[src/sv/slq_pkg.sv]
package slq_pkg;

   // Traffic class codes.
   localparam logic [1:0] CLS_EMBB     = 2'd0;
   localparam logic [1:0] CLS_URLLC    = 2'd1;
   localparam logic [1:0] CLS_MMTC     = 2'd2;
   localparam logic [1:0] CLS_OVERLOAD = 2'd3;

   // Configuration register indexes.
   localparam logic [1:0] CSR_LEARNING_RATE     = 2'd0;
   localparam logic [1:0] CSR_DISCOUNT          = 2'd1;
   localparam logic [1:0] CSR_EXPLORE_THRESHOLD = 2'd2;
   localparam logic [1:0] CSR_OVERLOAD_LIMIT    = 2'd3;

   // Configuration reset values.
   localparam logic [15:0] LEARNING_RATE_RST     = 16'd6554;
   localparam logic [15:0] DISCOUNT_RST          = 16'd58982;
   localparam logic [15:0] EXPLORE_THRESHOLD_RST = 16'd6554;
   localparam logic [23:0] OVERLOAD_LIMIT_RST    = 24'd76800;

   // Payload widths.
   localparam int unsigned REQ_DATA_W = 168;
   localparam int unsigned RSP_DATA_W = 64;
   localparam int unsigned CSR_DATA_W = 24;
   localparam int unsigned VALUE_W    = 32;
   localparam int unsigned REWARD_W   = 6;
   localparam int unsigned SHARE_W    = 7;

   // Reward table, indexed by {class, previous action}.
   localparam logic signed [REWARD_W-1:0] REWARD_LUT [16] = '{
      -6'sd5,  6'sd5,  6'sd0,  6'sd0,
       6'sd10, 6'sd5,  6'sd0, -6'sd10,
      -6'sd10, 6'sd5,  6'sd10, -6'sd5,
      -6'sd20, -6'sd20, -6'sd20, -6'sd20
   };

   // Bandwidth shares in percent, indexed by class.
   localparam logic [SHARE_W-1:0] SHARE_EMBB_LUT  [4] = '{7'd60, 7'd20, 7'd20, 7'd33};
   localparam logic [SHARE_W-1:0] SHARE_URLLC_LUT [4] = '{7'd20, 7'd60, 7'd20, 7'd33};
   localparam logic [SHARE_W-1:0] SHARE_MMTC_LUT  [4] = '{7'd20, 7'd20, 7'd60, 7'd34};

   // Commands from the controller to the datapath, one per step.
   typedef struct packed {
      logic load;    // capture the transaction, classify, read the class row
      logic pick;    // choose the action, find the best value, fetch the entry
      logic mul1;    // discount times best value
      logic tgt;     // form the target
      logic diff;    // target minus old entry
      logic mul2;    // learning rate times difference
      logic commit;  // write back the entry, load the result register
   } slq_cmd_type;

endpackage

[src/sv/slq_ctrl.sv]
module slq_ctrl (
   input  logic                clock,
   input  logic                reset,
   input  logic                req_tvalid,
   output logic                req_tready,
   output logic                rsp_tvalid,
   input  logic                rsp_tready,
   output slq_pkg::slq_cmd_type cmd
);
   import slq_pkg::*;

   typedef enum logic [6:0] {
      ST_IDLE   = 7'b0000001,
      ST_PICK   = 7'b0000010,
      ST_MUL1   = 7'b0000100,
      ST_TGT    = 7'b0001000,
      ST_DIFF   = 7'b0010000,
      ST_MUL2   = 7'b0100000,
      ST_COMMIT = 7'b1000000
   } state_type;

   state_type state_ff, state_in;
   logic      rsp_valid_ff, rsp_valid_in;

   // Step sequencing and result handshake.
   always_comb begin
      state_in     = state_ff;
      cmd          = '0;
      rsp_valid_in = rsp_valid_ff && !rsp_tready;
      unique case (state_ff)
         ST_IDLE: begin
            if (req_tvalid) begin
               cmd.load = 1'b1;
               state_in = ST_PICK;
            end
         end
         ST_PICK: begin
            cmd.pick = 1'b1;
            state_in = ST_MUL1;
         end
         ST_MUL1: begin
            cmd.mul1 = 1'b1;
            state_in = ST_TGT;
         end
         ST_TGT: begin
            cmd.tgt  = 1'b1;
            state_in = ST_DIFF;
         end
         ST_DIFF: begin
            cmd.diff = 1'b1;
            state_in = ST_MUL2;
         end
         ST_MUL2: begin
            cmd.mul2 = 1'b1;
            state_in = ST_COMMIT;
         end
         ST_COMMIT: begin
            // The result register must be free or emptying this cycle.
            if (!rsp_valid_ff || rsp_tready) begin
               cmd.commit   = 1'b1;
               rsp_valid_in = 1'b1;
               state_in     = ST_IDLE;
            end
         end
         default: begin
            state_in = ST_IDLE;
         end
      endcase
   end

   always_ff @(posedge clock) begin
      if (reset) begin
         state_ff     <= ST_IDLE;
         rsp_valid_ff <= 1'b0;
      end else begin
         state_ff     <= state_in;
         rsp_valid_ff <= rsp_valid_in;
      end
   end

   assign req_tready = (state_ff == ST_IDLE);
   assign rsp_tvalid = rsp_valid_ff;

endmodule

[src/sv/slq_dpath.sv]
module slq_dpath #(
   parameter int unsigned Q_FRAC_BITS = 16
) (
   input  logic                               clock,
   input  logic                               reset,
   input  slq_pkg::slq_cmd_type               cmd,
   input  logic [slq_pkg::REQ_DATA_W-1:0]     req_tdata,
   output logic [slq_pkg::RSP_DATA_W-1:0]     rsp_tdata,
   input  logic                               csr_valid,
   input  logic [1:0]                         csr_index,
   input  logic [slq_pkg::CSR_DATA_W-1:0]     csr_data
);
   import slq_pkg::*;

   localparam int unsigned TGT_W   = ((Q_FRAC_BITS + REWARD_W > 33) ?
                                      (Q_FRAC_BITS + REWARD_W) : 33) + 1;
   localparam int unsigned DIFF_W  = TGT_W + 1;
   localparam int unsigned PROD2_W = DIFF_W + 17;
   localparam int unsigned STEP_W  = PROD2_W - 16;
   localparam int unsigned NV_W    = STEP_W + 1;
   localparam int unsigned ROW_W   = 4 * VALUE_W;

   localparam logic [47:0]               HALF1 = 48'd32768;
   localparam logic signed [PROD2_W-1:0] HALF2 = PROD2_W'(32768);
   localparam logic signed [NV_W-1:0]    VMAX  = NV_W'(64'sh7FFFFFFF);
   localparam logic signed [NV_W-1:0]    VMIN  = NV_W'(-64'sh80000000);

   // Configuration registers.
   logic [15:0] lrate_ff, disc_ff, thresh_ff;
   logic [23:0] limit_ff;

   always_ff @(posedge clock) begin
      if (reset) begin
         lrate_ff  <= LEARNING_RATE_RST;
         disc_ff   <= DISCOUNT_RST;
         thresh_ff <= EXPLORE_THRESHOLD_RST;
         limit_ff  <= OVERLOAD_LIMIT_RST;
      end else if (csr_valid) begin
         unique case (csr_index)
            CSR_LEARNING_RATE:     lrate_ff  <= csr_data[15:0];
            CSR_DISCOUNT:          disc_ff   <= csr_data[15:0];
            CSR_EXPLORE_THRESHOLD: thresh_ff <= csr_data[15:0];
            CSR_OVERLOAD_LIMIT:    limit_ff  <= csr_data;
            default:               lrate_ff  <= lrate_ff;
         endcase
      end
   end

   // Input fields.
   logic [31:0] embb, urllc, mmtc;
   logic [23:0] cpu, mem;
   logic [15:0] draw;
   logic [1:0]  rnd;
   logic [1:0]  cls_c;

   assign embb  = req_tdata[31:0];
   assign urllc = req_tdata[63:32];
   assign mmtc  = req_tdata[95:64];
   assign cpu   = req_tdata[119:96];
   assign mem   = req_tdata[143:120];
   assign draw  = req_tdata[159:144];
   assign rnd   = req_tdata[161:160];

   // Classification; every throughput tie falls to the machine-type class.
   always_comb begin
      if ((cpu > limit_ff) || (mem > limit_ff)) begin
         cls_c = CLS_OVERLOAD;
      end else if ((embb > urllc) && (embb > mmtc)) begin
         cls_c = CLS_EMBB;
      end else if ((urllc > embb) && (urllc > mmtc)) begin
         cls_c = CLS_URLLC;
      end else begin
         cls_c = CLS_MMTC;
      end
   end

   // Value table: one row of four entries per class, with a valid bit per row.
   logic [ROW_W-1:0] row_mem [4];
   logic [3:0]       row_valid_ff;
   logic [ROW_W-1:0] rd_row_ff;
   logic             rd_vld_ff;
   logic [1:0]       cls_ff, rnd_ff, last_act_ff;
   logic [1:0]       act_ff;
   logic             explore_ff;
   logic [ROW_W-1:0] wr_row;

   always_ff @(posedge clock) begin
      if (cmd.load) begin
         rd_row_ff  <= row_mem[cls_c];
         rd_vld_ff  <= row_valid_ff[cls_c];
         cls_ff     <= cls_c;
         rnd_ff     <= rnd;
         explore_ff <= (draw < thresh_ff);
      end
      if (cmd.commit) begin
         row_mem[cls_ff] <= wr_row;
      end
   end

   always_ff @(posedge clock) begin
      if (reset) begin
         row_valid_ff <= '0;
         last_act_ff  <= 2'd3;
      end else if (cmd.commit) begin
         row_valid_ff[cls_ff] <= 1'b1;
         last_act_ff          <= act_ff;
      end
   end

   // Entries of the class row; a row never written reads as zero.
   logic signed [VALUE_W-1:0] ent [4];

   always_comb begin
      for (int a = 0; a < 4; a++) begin
         ent[a] = rd_vld_ff ? signed'(rd_row_ff[a*VALUE_W +: VALUE_W]) : '0;
      end
   end

   // Greedy choice with lowest index on ties, and the best value floored at zero.
   logic [1:0]                greedy_act;
   logic signed [VALUE_W-1:0] row_max;
   logic [30:0]               best_c;

   always_comb begin
      greedy_act = 2'd0;
      row_max    = ent[0];
      for (int a = 1; a < 4; a++) begin
         if (ent[a] > row_max) begin
            row_max    = ent[a];
            greedy_act = 2'(a);
         end
      end
      best_c = row_max[VALUE_W-1] ? '0 : row_max[30:0];
   end

   logic [30:0]                best_ff;
   logic signed [VALUE_W-1:0]  old_ff;
   logic signed [REWARD_W-1:0] rew_ff;

   always_ff @(posedge clock) begin
      if (cmd.pick) begin
         act_ff  <= explore_ff ? rnd_ff : greedy_act;
         best_ff <= best_c;
         old_ff  <= ent[last_act_ff];
         rew_ff  <= REWARD_LUT[{cls_ff, last_act_ff}];
      end
   end

   // Discounted best value, rounded to nearest with ties up.
   logic [46:0]              prod1_ff;
   logic [47:0]              prod1_rnd;
   logic signed [TGT_W-1:0]  rew_ext, rew_sh, target_c, target_ff;

   always_ff @(posedge clock) begin
      if (cmd.mul1) begin
         prod1_ff <= 47'(disc_ff) * 47'(best_ff);
      end
   end

   assign prod1_rnd = {1'b0, prod1_ff} + HALF1;
   assign rew_ext   = {{(TGT_W-REWARD_W){rew_ff[REWARD_W-1]}}, rew_ff};
   assign rew_sh    = rew_ext <<< Q_FRAC_BITS;
   assign target_c  = rew_sh + signed'({{(TGT_W-32){1'b0}}, prod1_rnd[47:16]});

   always_ff @(posedge clock) begin
      if (cmd.tgt) begin
         target_ff <= target_c;
      end
   end

   // Difference to the old entry and the learning-rate step.
   logic signed [DIFF_W-1:0]  diff_ff;
   logic signed [PROD2_W-1:0] prod2_ff, prod2_rnd;
   logic signed [16:0]        lrate_ext;

   assign lrate_ext = signed'({1'b0, lrate_ff});

   always_ff @(posedge clock) begin
      if (cmd.diff) begin
         diff_ff <= {target_ff[TGT_W-1], target_ff}
                    - {{(DIFF_W-VALUE_W){old_ff[VALUE_W-1]}}, old_ff};
      end
      if (cmd.mul2) begin
         prod2_ff <= PROD2_W'(lrate_ext) * PROD2_W'(diff_ff);
      end
   end

   // New entry, saturated to the signed 32-bit range.
   logic signed [NV_W-1:0]    nv;
   logic signed [VALUE_W-1:0] nv_sat;

   assign prod2_rnd = prod2_ff + HALF2;
   assign nv = {{(NV_W-VALUE_W){old_ff[VALUE_W-1]}}, old_ff}
               + {prod2_rnd[PROD2_W-1], prod2_rnd[PROD2_W-1:16]};

   always_comb begin
      if (nv > VMAX) begin
         nv_sat = VMAX[VALUE_W-1:0];
      end else if (nv < VMIN) begin
         nv_sat = VMIN[VALUE_W-1:0];
      end else begin
         nv_sat = nv[VALUE_W-1:0];
      end
   end

   // Row written back: the updated entry replaces the one of the previous action.
   always_comb begin
      for (int a = 0; a < 4; a++) begin
         wr_row[a*VALUE_W +: VALUE_W] = (2'(a) == last_act_ff) ? nv_sat : ent[a];
      end
   end

   // Result register.
   logic [RSP_DATA_W-1:0] rsp_data_ff;

   always_ff @(posedge clock) begin
      if (cmd.commit) begin
         rsp_data_ff <= {1'b0,
                         SHARE_MMTC_LUT[cls_ff],
                         SHARE_URLLC_LUT[cls_ff],
                         SHARE_EMBB_LUT[cls_ff],
                         nv_sat,
                         rew_ff,
                         act_ff,
                         cls_ff};
      end
   end

   assign rsp_tdata = rsp_data_ff;

endmodule

[src/sv/slice_qlearning_controller.sv]
// Channel  | Direction | Ports                            | Payload
// ---------+-----------+----------------------------------+-----------------------------------
// req      | in        | req_tvalid/req_tready/req_tdata  | slice rates, server loads, draws
// rsp      | out       | rsp_tvalid/rsp_tready/rsp_tdata  | class, action, reward, value, shares
// csr      | in        | csr_valid/csr_ready/csr_index/.. | configuration register writes
//
// A transaction holds the controller from acceptance to write-back: the accepting edge reads the
// class row, then selection, discount multiply, target add, difference, learning-rate
// multiply and write-back follow in turn; the next transaction is accepted once back in idle.
// Reset is synchronous; it restores the configuration defaults, invalidates all rows (an
// invalid row reads as zero) and sets the previous action to three.
// A waiting result holds the write-back step until the result register is free.
module slice_qlearning_controller #(
   parameter int unsigned Q_FRAC_BITS = 16
) (
   input  logic                           clock,
   input  logic                           reset,
   // embb_rate[31:0], urllc_rate[63:32], mmtc_rate[95:64], server_cpu[119:96],
   // server_mem[143:120], explore_draw[159:144], random_action[161:160], zeros above
   input  logic                           req_tvalid,
   output logic                           req_tready,
   input  logic [slq_pkg::REQ_DATA_W-1:0] req_tdata,
   // traffic_class[1:0], chosen_action[3:2], tick_reward[9:4], updated_value[41:10],
   // share_embb[48:42], share_urllc[55:49], share_mmtc[62:56], zero at bit 63
   output logic                           rsp_tvalid,
   input  logic                           rsp_tready,
   output logic [slq_pkg::RSP_DATA_W-1:0] rsp_tdata,
   input  logic                           csr_valid,
   output logic                           csr_ready,
   input  logic [1:0]                     csr_index,
   input  logic [slq_pkg::CSR_DATA_W-1:0] csr_data
);
   import slq_pkg::*;

   slq_cmd_type cmd;

   // Configuration writes are taken at any time.
   assign csr_ready = 1'b1;

   slq_ctrl u_ctrl (
      .clock      (clock),
      .reset      (reset),
      .req_tvalid (req_tvalid),
      .req_tready (req_tready),
      .rsp_tvalid (rsp_tvalid),
      .rsp_tready (rsp_tready),
      .cmd        (cmd)
   );

   slq_dpath #(
      .Q_FRAC_BITS (Q_FRAC_BITS)
   ) u_dpath (
      .clock     (clock),
      .reset     (reset),
      .cmd       (cmd),
      .req_tdata (req_tdata),
      .rsp_tdata (rsp_tdata),
      .csr_valid (csr_valid),
      .csr_index (csr_index),
      .csr_data  (csr_data)
   );

endmodule
[config.mk]
export PLATFORM = sky130hd
export DESIGN_NAME = slice_qlearning_controller
export DESIGN_NICKNAME = d
export VERILOG_FILES = /design/src/sv/slq_pkg.sv /design/src/sv/slq_ctrl.sv /design/src/sv/slq_dpath.sv /design/src/sv/slice_qlearning_controller.sv
export SDC_FILE = /design/constraint.sdc
export NUM_CORES = 2
export LEC_CHECK = 0
export ABC_AREA = 1
export BUFFER_PORTS_ARGS = -buffer_cell sky130_fd_sc_hd__buf_4
export CORE_MARGIN = 2
export CORE_UTILIZATION = 60
export DETAILED_ROUTE_END_ITERATION = 8
export PLACE_DENSITY = 0.74
export SLEW_MARGIN = 5
export SYNTH_ARGS = -nofsm -noshare
export SYNTH_HDL_FRONTEND = slang
export SYNTH_HIERARCHICAL = 1
export SYNTH_SLANG_ARGS = --single-unit
[constraint.sdc]
create_clock -name clock -period 9.65 [get_ports clock]
set_input_delay 0.965 -clock clock [delete_from_list [all_inputs] [get_ports clock]]
set_output_delay 0.965 -clock clock [all_outputs]
set_load 0.01 [all_outputs]
==> impl_metrics.tcl <==
set metrics [dict create \
    cp_max_fo 113 \
    htree_levels 3 \
    synthDistinctLibCells 71 \
    num_vias 66100 \
    path_depth 41 \
    hpwl_mm 177 \
    stdcell_area_um2 92700 \
    start_kind "register" \
    fin_setup_tns_ps 0 \
    track_usage_pct 33.2 \
    drt_first_iter_violations 6378 \
    dpl_worst_slack_ps 1300 \
    final_antenna_net_count 0 \
    ios 266 \
    finalWorstSetupSlack_ps 998 \
    layout.nets 11200 \
    pwr_density_cell_nw_per_um2 286 \
    max_slew_margin_pct 24.6 \
    post-route-util_pct 65.4 \
    seq_area_frac_synth_pct 33.6 \
    required_ps 10140 \
    io_buffers 251 \
    cp_common_cell "nand2_1" \
    die_area_um2 146000 \
    cts.sinks 989 \
    cts_resized 0 \
    grt_pass1_vias 67400 \
    antenna_cells 0 \
    insertion_delay_ps 770 \
    place_area_um2 89200 \
    crit_arrival_ps 9150 \
    period_share_pct 89.7 \
    fp.dieH_um 382 \
    cts_hold_buf 0 \
    viasPerCell 5.77 \
    area_growth_pct 7.88 \
    start_util_pct 60.6 \
    drv_cap 0 \
    gp_congestion 0.993 \
    rows 138 \
    postCtsSetupBuffers 0 \
    setup_violations 0 \
    drc 0 \
    synth_cells 9510 \
    worst_pin_slew_ps 1130 \
    synth_area_um2 85900 \
    cp_slowest_stage_delay_ps 550 \
    fill_cells 11400 \
    grt-ovfl-total 0 \
    post_drt_wl_per_cell_um 20.9 \
    cts-root-buf "clkbuf_16" \
    dr.pass1.iters 6 \
    synth-edff-count 903 \
    path_buf_inv 8 \
    peakVddDrop_v 0.000753 \
    core-area_um2 142000 \
    cp-end-kind "register" \
    antenna_found_initial 8 \
    ys_warn_count 6 \
    ys.flop_type "edfxtp_1" \
    cts_tree "yes" \
    finalHoldViolCount 0 \
    grt_pass1_wl_mm 375 \
    fin_skew_ps 90.7 \
    grt_start_max_net_pins 225 \
    outcome "finished clean" \
    slowest_stage "nor4_1" \
    rsz0062_at_grt "no" \
    synth-seq-cells 989 \
    avgSynthCellArea_um2 9.03 \
    critical-path-top-delay-family "simple AND/OR/NAND/NOR gates" \
    async_reset_ff_share_pct 0 \
    die-width_um 382 \
    clockBufferDepth 3 \
    wirelength_mm 240 \
    critical_path_class "reg -> reg" \
    max_freq_ghz 0.116 \
    timing.final.max_slew_violations 0 \
    p_leak_nw 44.9 \
    fin_crit_ps 8650 \
    reg2reg_depth 41 \
    clk_pin_slew_ps 60 \
    whs_path_depth 1 \
    cts_buffers 103 \
    drive_gt1_share_pct 6.58 \
    min_path_type "in -> reg" \
]
## state kept, by name, indices dropped and copies added, names as in the netlist, 4 cells and up
name                  cells
u_dpath/row_mem         512
u_dpath/thresh_ff        16
u_dpath/rd_row_ff       128
u_ctrl/state_ff           7
u_dpath/prod2_ff         37
u_dpath/best_ff          31
u_dpath/row_valid_ff      4
u_dpath/lrate_ff         16
u_dpath/target_ff        34
u_dpath/diff_ff          35
u_dpath/disc_ff          16
u_dpath/limit_ff         24
u_dpath/rsp_tdata        48
u_dpath/rew_ff            6
u_dpath/prod1_ff         32
u_dpath/old_ff           32
## cell usage after synthesis (42+ instances only)
| master | number | share of area [%] |
|---|---|---|
| nand2_1 | 2267 | 9.9 |
| inv_1 | 1916 | 8.4 |
| fa_1 | 935 | 22 |
| edfxtp_1 | 903 | 32 |
| a21oi_1 | 672 | 3.9 |
| ha_1 | 587 | 8.6 |
| clkbuf_1 | 433 | 1.9 |
| nor2_1 | 376 | 1.6 |
| o21ai_0 | 369 | 2.1 |
| nand3_1 | 143 | 0.83 |
| xor2_1 | 132 | 1.3 |
| o32ai_1 | 129 | 1.3 |
| dfxtp_1 | 86 | 2.0 |
| xnor2_1 | 81 | 0.83 |
| nand4_1 | 74 | 0.54 |
| a31oi_1 | 42 | 0.31 |
## per-layer routing
| layer | part of all wire, % | GRT usage [%] | vias to the layer above |
|---|---|---|---|
| met5 | 0.034 | 0 | - |
| met4 | 4.5 | 13.8 | 10 |
| met3 | 8.9 | 5.74 | 561 |
| met2 | 47 | 53.2 | 2942 |
| met1 | 40 | 45.0 | 32600 |
| li1 | - | - | 30000 |
## placed cells by master (no fill, tap or decap), types with 12 or more instances in the layout
cell type  instances
o21ai_0          369
xnor2_1           81
nand2_2           39
buf_4            352
o211ai_1          24
a21oi_1          672
o31ai_1           16
dfxtp_1           80
clkbuf_1          16
o32ai_1          129
inv_1           1911
nor4_1            14
clkbuf_16        105
clkinv_1          20
nor3_1            38
inv_2             12
nor2_1           374
o21a_1            18
fa_1             935
edfxtp_1         903
nand2_1         2265
nand4_1           74
clkinv_2          15
xor2_1           132
a31oi_1           42
nand3_1          142
o221ai_1          16
ha_1             586
## path summary, 6_finish.rpt
path	startpoint	endpoint	slack (ps)
max	u_dpath/rd_vld_ff	u_dpath/best_ff[3]	1000
min	req_tdata[160]	u_dpath/rnd_ff[0]	370
max reg2reg	u_dpath/rd_vld_ff	u_dpath/best_ff[3]	1000
min reg2reg	u_dpath/thresh_ff[6]	u_dpath/thresh_ff[6]	460
## final cells by class
type                            count  area, um^2  area share, %
Sequential cell                   989       28800           31.1
Multi-Input combinational cell   6111       47900           51.7
Inverter                         1930        7270           7.85
Timing Repair Buffer              357        2740           2.96
Clock inverter                     68         801          0.864
Clock buffer                      123        2720           2.93
Tap cell                         1890        2360           2.55
## metrics by stage
stage	total power [W]	instances	hold slack [ps]
4_1_cts	0.0264	11500	328
6_report	0.0265	11500	372
3_5_place_dp	0.0221	11300	451
3_3_place_gp	0.0219	11300	445
5_1_grt	0.0290	11500	337
2_1_floorplan	0.0180	9516	427
## power by group
part	internal (W)	switching, W	leakage [nW]
combinational	0.00613	0.0105	34.2
sequential	0.00562	0.000111	8.93
clock	0.00233	0.00178	1.68
total	0.0141	0.0124	44.9
## cell families (layout without fill, tap and decap cells)
logic type,Yosys count,after routing,synth area share [%]
other,2,8,0.00874
DFF,989,989,33.6
xor gates and xnor gates,213,213,2.17
and+or+nand+nor,3002,3002,14.1
buffers and inverters,2416,2478,10.7
adders and majority gates,1522,1522,30.3
AOI/OAI and AO/OA,1366,1366,9.09
Power figures use the tool's default switching activity.
